$ cat config.mk
export PLATFORM = sky130hd
export DESIGN_NAME = xoshiro_random_draw_flat
export DESIGN_NICKNAME = d
export VERILOG_FILES = /design/src/sv/xrd_pkg.sv /design/src/sv/xrd_if.sv /design/src/sv/xoshiro_random_draw.sv /design/src/flat_wrapper.sv
export SDC_FILE = /design/constraint.sdc
export NUM_CORES = 2
export LEC_CHECK = 0
export ABC_AREA = 0
export BUFFER_PORTS_ARGS = -buffer_cell sky130_fd_sc_hd__buf_4
export CAP_MARGIN = 20
export CORE_UTILIZATION = 55
export CTS_BUF_LIST = sky130_fd_sc_hd__clkbuf_16
export DETAILED_ROUTE_END_ITERATION = 10
export GPL_TIMING_DRIVEN = 1
export PLACE_DENSITY = 0.75
export SYNTH_ARGS = -nofsm -noshare
export SYNTH_HDL_FRONTEND = slang
export SYNTH_SLANG_ARGS = --single-unit
export TNS_END_PERCENT = 100
$ cat constraint.sdc
create_clock -name clk_i -period 11.8 [get_ports clk_i]
set_input_delay 2.36 -clock clk_i [delete_from_list [all_inputs] [get_ports clk_i]]
set_output_delay 2.36 -clock clk_i [all_outputs]
set_load 0.005 [all_outputs]
$ cat src/sv/xrd_pkg.sv
// ----------------------------------------------------------------------------
// xrd_pkg: shared types and constants of the xoshiro random draw block
// Operation codes, payload structs and the splitmix64 mixing constants.
// ----------------------------------------------------------------------------
package xrd_pkg;

  // Operation selector carried in the func field of an input word.
  typedef enum logic [1:0] {
    FUNC_RESEED = 2'd0,
    FUNC_RAW    = 2'd1,
    FUNC_RANGE  = 2'd2,
    FUNC_NONE   = 2'd3
  } xrd_func_e;

  localparam logic [63:0] GOLDEN_STEP = 64'h9e37_79b9_7f4a_7c15;
  localparam logic [63:0] MIX_MUL_A   = 64'hbf58_476d_1ce4_e5b9;
  localparam logic [63:0] MIX_MUL_B   = 64'h94d0_49bb_1331_11eb;

  localparam int unsigned NUM_WORDS = 4;
  localparam int unsigned ROT_OUT   = 23;
  localparam int unsigned SHIFT_T   = 17;
  localparam int unsigned ROT_W3    = 45;

  typedef struct packed {
    logic [1:0]         func;
    logic [63:0]        seed;
    logic signed [31:0] low;
    logic signed [31:0] high;
  } xrd_in_t;

  typedef struct packed {
    logic [63:0]        raw;
    logic signed [31:0] pick;
    logic [31:0]        draws;
  } xrd_out_t;

endpackage

$ cat src/sv/xrd_if.sv
// ----------------------------------------------------------------------------
// xrd_if: valid/ready channels of the xoshiro random draw block
// One interface for the request channel and one for the result channel.
// ----------------------------------------------------------------------------
interface xrd_in_if;
  import xrd_pkg::*;
  logic    valid;
  logic    ready;
  xrd_in_t data;
  modport source (output valid, output data, input ready);
  modport sink   (input valid, input data, output ready);
endinterface

interface xrd_out_if;
  import xrd_pkg::*;
  logic     valid;
  logic     ready;
  xrd_out_t data;
  modport source (output valid, output data, input ready);
  modport sink   (input valid, input data, output ready);
endinterface

$ cat src/sv/xoshiro_random_draw.sv
// ----------------------------------------------------------------------------
// xoshiro_random_draw: xoshiro256++ generator with reseed and range draws
// A small sequencer drives one shared 32x32 multiplier for the splitmix64
// seed expansion and for the exact scaling of range draws.
// ----------------------------------------------------------------------------
//
//  Channel | Dir | Fields                     | Handshake
//  --------+-----+----------------------------+------------------
//  in_i    | in  | func, seed, low, high      | valid/ready
//  out_o   | out | raw, pick, draws           | valid/ready
//
// An ignored selector or an empty range is answered from the idle state; raw
// and range draws pass the draw state, range draws then the scaling states,
// and a reseed runs the splitmix64 expansion. The reseed is bounded by the
// shared multiplier: each splitmix64 step needs two 64-bit products of 3
// passes each. After reset the block expands seed zero and holds in_i.ready
// low meanwhile. The result register lets a new word be accepted in the
// same cycle that the waiting result is taken; a stalled result blocks input.
module xoshiro_random_draw (
  input  logic      clk_i,
  input  logic      rst_ni,
  xrd_in_if.sink    in_i,
  xrd_out_if.source out_o
);
  import xrd_pkg::*;

  // Sequencer states.
  localparam logic [3:0] S_IDLE     = 4'd0;
  localparam logic [3:0] S_MIX_ADD  = 4'd1;
  localparam logic [3:0] S_MUL0     = 4'd2;
  localparam logic [3:0] S_MUL1     = 4'd3;
  localparam logic [3:0] S_MUL2     = 4'd4;
  localparam logic [3:0] S_MIX_POST = 4'd5;
  localparam logic [3:0] S_DRAW     = 4'd6;
  localparam logic [3:0] S_SC0      = 4'd7;
  localparam logic [3:0] S_SC1      = 4'd8;
  localparam logic [3:0] S_DONE     = 4'd9;

  localparam int unsigned IdxW = $clog2(NUM_WORDS);

  // Control state.
  logic [3:0]      state_q, state_d;
  logic [IdxW-1:0] step_q, step_d;
  logic            phase_q, phase_d;
  logic            boot_q, boot_d;
  logic [63:0]     seed_acc_q, seed_acc_d;
  logic [63:0]     count_q, count_d;
  logic            out_valid_q, out_valid_d;

  // Datapath registers.
  logic [63:0]        words_q [NUM_WORDS];
  logic [63:0]        words_d [NUM_WORDS];
  logic [63:0]        x_q, x_d;
  logic [63:0]        acc_q, acc_d;
  logic [63:0]        raw_q, raw_d;
  logic [31:0]        span_q, span_d;
  logic signed [31:0] low_q, low_d;
  logic [1:0]         op_q, op_d;
  xrd_out_t           out_q, out_d;

  // Shared multiplier.
  logic [31:0] mul_a, mul_b;
  logic [63:0] prod;
  logic [63:0] mix_const;

  // Generator step, purely XOR, shift and add.
  logic [63:0] adv_out, adv_sum, n0, n1, n2, n3, t_w;

  logic        in_fire, out_free, range_empty;
  logic [63:0] mix_sum, mix_in;
  logic [32:0] span_wide;

  assign mix_const = phase_q ? MIX_MUL_B : MIX_MUL_A;

  always_comb begin
    mul_a = x_q[31:0];
    mul_b = mix_const[31:0];
    case (state_q)
      S_MUL1: begin
        mul_a = x_q[63:32];
      end
      S_MUL2: begin
        mul_b = mix_const[63:32];
      end
      S_SC0: begin
        mul_b = span_q;
      end
      S_SC1: begin
        mul_a = x_q[63:32];
        mul_b = span_q;
      end
      default: begin
      end
    endcase
  end

  assign prod = 64'(mul_a) * 64'(mul_b);

  // xoshiro256++ output and state transition.
  assign adv_sum = words_q[0] + words_q[3];
  assign adv_out = {adv_sum[63-ROT_OUT:0], adv_sum[63:64-ROT_OUT]} + words_q[0];
  assign t_w     = words_q[1] << SHIFT_T;
  assign n2      = words_q[2] ^ words_q[0];
  assign n3      = words_q[3] ^ words_q[1];
  assign n1      = words_q[1] ^ n2;
  assign n0      = words_q[0] ^ n3;

  assign mix_sum = seed_acc_q + GOLDEN_STEP;
  assign mix_in  = mix_sum ^ (mix_sum >> 30);

  // Range bounds: the span is positive and below 2^32 whenever low < high.
  assign range_empty = (in_i.data.low >= in_i.data.high);
  assign span_wide   = {in_i.data.high[31], in_i.data.high} -
                       {in_i.data.low[31], in_i.data.low};

  assign out_free    = !out_valid_q || out_o.ready;
  assign in_i.ready  = (state_q == S_IDLE) && out_free;
  assign in_fire     = in_i.valid && in_i.ready;
  assign out_o.valid = out_valid_q;
  assign out_o.data  = out_q;

  always_comb begin
    state_d     = state_q;
    step_d      = step_q;
    phase_d     = phase_q;
    boot_d      = boot_q;
    seed_acc_d  = seed_acc_q;
    count_d     = count_q;
    out_valid_d = out_valid_q && !out_o.ready;
    words_d     = words_q;
    x_d         = x_q;
    acc_d       = acc_q;
    raw_d       = raw_q;
    span_d      = span_q;
    low_d       = low_q;
    op_d        = op_q;
    out_d       = out_q;

    case (state_q)
      S_IDLE: begin
        if (in_fire) begin
          op_d   = in_i.data.func;
          low_d  = in_i.data.low;
          span_d = span_wide[31:0];
          case (in_i.data.func)
            FUNC_RESEED: begin
              seed_acc_d = in_i.data.seed;
              step_d     = '0;
              phase_d    = 1'b0;
              count_d    = '0;
              state_d    = S_MIX_ADD;
            end
            FUNC_RAW: begin
              state_d = S_DRAW;
            end
            FUNC_RANGE: begin
              if (range_empty) begin
                // Nothing is drawn; the lower bound is returned as is.
                out_d.raw   = '0;
                out_d.pick  = in_i.data.low;
                out_d.draws = count_q[31:0];
                out_valid_d = 1'b1;
              end else begin
                state_d = S_DRAW;
              end
            end
            default: begin
              out_d.raw   = '0;
              out_d.pick  = '0;
              out_d.draws = count_q[31:0];
              out_valid_d = 1'b1;
            end
          endcase
        end
      end
      S_MIX_ADD: begin
        seed_acc_d = mix_sum;
        x_d        = mix_in;
        state_d    = S_MUL0;
      end
      S_MUL0: begin
        acc_d   = prod;
        state_d = S_MUL1;
      end
      S_MUL1: begin
        acc_d   = acc_q + {prod[31:0], 32'd0};
        state_d = S_MUL2;
      end
      S_MUL2: begin
        acc_d   = acc_q + {prod[31:0], 32'd0};
        state_d = S_MIX_POST;
      end
      S_MIX_POST: begin
        if (!phase_q) begin
          x_d     = acc_q ^ (acc_q >> 27);
          phase_d = 1'b1;
          state_d = S_MUL0;
        end else begin
          words_d[step_q] = acc_q ^ (acc_q >> 31);
          phase_d         = 1'b0;
          if (step_q == IdxW'(NUM_WORDS - 1)) begin
            boot_d  = 1'b0;
            state_d = boot_q ? S_IDLE : S_DONE;
          end else begin
            step_d  = step_q + 1'b1;
            state_d = S_MIX_ADD;
          end
        end
      end
      S_DRAW: begin
        raw_d      = adv_out;
        words_d[0] = n0;
        words_d[1] = n1;
        words_d[2] = n2 ^ t_w;
        words_d[3] = {n3[63-ROT_W3:0], n3[63:64-ROT_W3]};
        count_d    = count_q + 64'd1;
        x_d        = {11'd0, adv_out[63:11]};
        state_d    = (op_q == FUNC_RANGE) ? S_SC0 : S_DONE;
      end
      S_SC0: begin
        acc_d   = prod;
        state_d = S_SC1;
      end
      S_SC1: begin
        // High partial product plus the carry-in of the low one.
        acc_d   = prod + {32'd0, acc_q[63:32]};
        state_d = S_DONE;
      end
      S_DONE: begin
        if (out_free) begin
          out_d.raw   = (op_q == FUNC_RESEED) ? 64'd0 : raw_q;
          out_d.pick  = (op_q == FUNC_RANGE) ? (low_q + $signed(acc_q[52:21])) : 32'sd0;
          out_d.draws = count_q[31:0];
          out_valid_d = 1'b1;
          state_d     = S_IDLE;
        end
      end
      default: begin
        state_d = S_IDLE;
      end
    endcase
  end

  // After reset the sequencer expands seed zero before taking any word.
  always_ff @(posedge clk_i or negedge rst_ni) begin
    if (!rst_ni) begin
      state_q     <= S_MIX_ADD;
      step_q      <= '0;
      phase_q     <= 1'b0;
      boot_q      <= 1'b1;
      seed_acc_q  <= '0;
      count_q     <= '0;
      out_valid_q <= 1'b0;
    end else begin
      state_q     <= state_d;
      step_q      <= step_d;
      phase_q     <= phase_d;
      boot_q      <= boot_d;
      seed_acc_q  <= seed_acc_d;
      count_q     <= count_d;
      out_valid_q <= out_valid_d;
    end
  end

  always_ff @(posedge clk_i) begin
    words_q <= words_d;
    x_q     <= x_d;
    acc_q   <= acc_d;
    raw_q   <= raw_d;
    span_q  <= span_d;
    low_q   <= low_d;
    op_q    <= op_d;
    out_q   <= out_d;
  end

endmodule

$ cat src/flat_wrapper.sv
// flat-port wrapper written by rule: the top's interface ports become plain ports
module xoshiro_random_draw_flat import xrd_pkg::*;
  (clk_i, rst_ni, in_i_valid, in_i_data, in_i_ready, out_o_valid, out_o_data, out_o_ready);
  xrd_in_if in_i_i ();
  xrd_out_if out_o_i ();
  input  logic clk_i;
  input  logic rst_ni;
  input wire logic [$bits(in_i_i.valid)-1:0] in_i_valid;
  input wire logic [$bits(in_i_i.data)-1:0] in_i_data;
  output wire logic [$bits(in_i_i.ready)-1:0] in_i_ready;
  output wire logic [$bits(out_o_i.valid)-1:0] out_o_valid;
  output wire logic [$bits(out_o_i.data)-1:0] out_o_data;
  input wire logic [$bits(out_o_i.ready)-1:0] out_o_ready;
  assign in_i_i.valid = in_i_valid;
  assign in_i_i.data = in_i_data;
  assign in_i_ready = in_i_i.ready;
  assign out_o_valid = out_o_i.valid;
  assign out_o_data = out_o_i.data;
  assign out_o_i.ready = out_o_ready;
  xoshiro_random_draw u_core (.clk_i(clk_i), .rst_ni(rst_ni), .in_i(in_i_i), .out_o(out_o_i));
endmodule
==> flow_metrics.tcl <==
set metrics [dict create \
    required_ns 12.23 \
    vias 68800 \
    final_hold_viol_count 0 \
    dieArea_um2 149300 \
    antenna_found_initial 21 \
    clock-root-buffer "clkbuf_16" \
    io_buffers 263 \
    clock_sinks 747 \
    yosys_most_used_dff "edfxtp_1" \
    synth_xor_area_frac 0.08355 \
    setup_viol 0 \
    synth_compound_area_frac 0.1326 \
    die_w_um 386.3 \
    htree_num_levels 3 \
    worst-setup-path-type "flop to flop" \
    drt.antenna.violating_nets 0 \
    ys.warnings.count 0 \
    first_iter_violations 9837 \
    ys_types 111 \
    ys_seq_area_frac 0.2697 \
    synth_fp_nets 10190 \
    fillerInstances 12260 \
    drc 0 \
    fin_nets 10320 \
    drive_gt1_frac 0.08861 \
    hpwl_um 251500 \
    start_kind "flop" \
    syn_area_um2 81240 \
    path_max_fanout 43 \
    path_buf_inv 6 \
    rows 140 \
    cts_tree "done" \
    yosys.area.top_type "edfxtp_1" \
    tns_ns 0 \
    initial_utilization 0.5561 \
    postSynth.asyncResetShare 0.1406 \
    synth_top_family_by_area "adder cells" \
    avgSynthCellArea_um2 9.379 \
    multi_input_area_um2 54130 \
    ys_ff_latch 747 \
    synth.area.top_cells "edfxtp_1, fa_1, ha_1, xnor2_1, inv_1" \
    grt_pass1_wl_um 450300 \
    die_h_um 386.3 \
    synth_mux_area_frac 0.01075 \
    cts_hold_buf 0 \
    fin_crit_sh 0.9668 \
    grt_usage 0.4192 \
    fin_crit_ns 11.41 \
    via_per_inst 6.381 \
    netlist_instances 8662 \
    worst_pin_slew_ns 1.375 \
    ios 264 \
    relSlewSlack 0.07702 \
    critPathTopFamily "adder cells" \
    grt_start_max_net_pins 211 \
    wl_met1_um 125300 \
    numCtsBuffers 86 \
    skew_ns 0.06711 \
    gp_congestion 1.085 \
    synth_simple_gate_area_frac 0.1368 \
    synthAdderAreaFrac 0.2981 \
    core_area_um2 146100 \
    synth_top_area_frac 0.2373 \
    clock_latency_ns 0.73 \
    end_kind "flop" \
    cap_violations 0 \
    grt_pass1_vias 65600 \
    slowest_stage "fa_1" \
    min_path_type "flop to flop" \
    cpPeakStageDelay_ns 0.67 \
    routed_wl_um 313500 \
    rsz0062_at_grt "false" \
    drt_pass1_iterations 10 \
    outcome "completed" \
    top_layer "met5" \
    path_clk_slew_ns 0.06 \
    wl_met3_um 52170 \
    wl_met2_um 121500 \
    cpMostUsedCell "fa_1" \
    fmax_ghz 0.08765 \
    arrival_ns 11.84 \
    grt_overflow_total 0 \
    slew_viol_final 0 \
    synth_edf_count 642 \
    wl_per_cell_um 29.08 \
    seqCellArea_um2 21910 \
    area_growth_pct 9.401 \
    cts_buffer_depth 3 \
]
-- synthesized netlist by cell type (all sizes together) (192+ instances only) --
| cell type | n |
|---|---|
| inv | 1020 |
| nand2 | 974 |
| fa | 901 |
| nor2 | 870 |
| edfxtp | 642 |
| o21ai | 523 |
| ha | 494 |
| xnor2 | 459 |
| clkbuf | 379 |
| a21oi | 377 |
| xor2 | 316 |
| nand3 | 194 |
| a21o | 192 |
-- cell families (layout without fill, tap and decap cells) --
group                    Yosys count  after routing
AO/OA/AOI/OAI                   1667           1667
other                              0              6
XOR/XNOR                         775            775
adder cells (fa/ha/maj)         1395           1395
flip-flops                       747            747
AND/OR/NAND/NOR                 2525           2525
multiplexers                      83             83
buffers and inverters           1470           1667
-- area by class of cell --
cell class	instances	area share
multi-input cells	6445	0.6090
flip-flops and latches	747	0.2465
inverters	1020	0.04316
repair buffers	487	0.04177
well taps	1917	0.02699
clock buffers	89	0.02506
clock inverters	71	0.007362
diodes	6	0.0001689
-- cells in the final DEF (no fill, tap or decap), drive strengths merged, types with 377 or more instances in the layout --
master  count
edfxtp    642
buf       486
fa        901
o21ai     523
nor2      870
nand2     974
a21oi     377
ha        494
xnor2     459
inv      1042
-- metal layers --
layer | vias up | track usage
li1 | 29080 | -
met1 | 34130 | 0.6041
met2 | 4838 | 0.5519
met3 | 741 | 0.1772
met4 | 20 | 0.1579
met5 | - | 0.008447
-- worst paths after layout --
check	startpoint	cells past startpoint	end	slack, ns
worst min-delay path	u_core.count_q[23]$_DFFE_PN0P_	0	u_core.out_o.data[23]$_DFFE_PP_	0.49
max in group asynchronous	rst_ni	2	u_core.step_q[1]$_DFFE_PN0P_	8.69
min in group asynchronous	rst_ni	1	u_core.count_q[1]$_DFFE_PN0P_	1.68
worst max-delay path	u_core.state_q[1]$_DFFE_PN0P_	35	u_core.acc_q[63]$_DFFE_PN_	0.39
worst min register to register	u_core.count_q[23]$_DFFE_PN0P_	0	u_core.out_o.data[23]$_DFFE_PP_	0.49
worst max register to register	u_core.state_q[1]$_DFFE_PN0P_	35	u_core.acc_q[63]$_DFFE_PN_	0.39
-- per-stage QoR --
stage | setup WS, ns | area, µm² | instances | hold slack (ns) | util
final | 0.3914 | 88880 | 10780 | 0.4915 | 0.6084
after global routing | 0.006149 | 88870 | 10780 | 0.5071 | 0.6083
after global placement | 0.4237 | 85790 | 10600 | 0.4609 | 0.5873
after CTS | 0.2858 | 88700 | 10770 | 0.4915 | 0.6072
after detailed placement | 0.3546 | 85820 | 10610 | 0.4729 | 0.5875
after floorplan | 0.3514 | 81240 | 8662 | 0.4444 | -
-- timing repair --
action | 4_1_cts | 5_1_grt
buffers inserted | 0 | 0
setup endpoints to repair | 0 | 20
endpoints found under the hold margin | 0 | 0
resized for setup | 0 | 21
-- registers in the layout, summed over array words and instances (netlist names) --
register	cells
u_core.t_w	47
u_core.op_q	2
u_core.span_q	32
u_core.acc_q	64
u_core.x_q	64
u_core.words_q	209
u_core.low_q	32
u_core.seed_acc_q	64
u_core.phase_q	1
u_core.out_o.valid	1
u_core.step_q	2
u_core.raw_q	64
u_core.count_q	32
u_core.out_o.data	128
u_core.boot_q	1
u_core.state_q	4
Power is not shown: default switching activity piles up to over one toggle a cycle in this logic, so the estimate is an artifact.
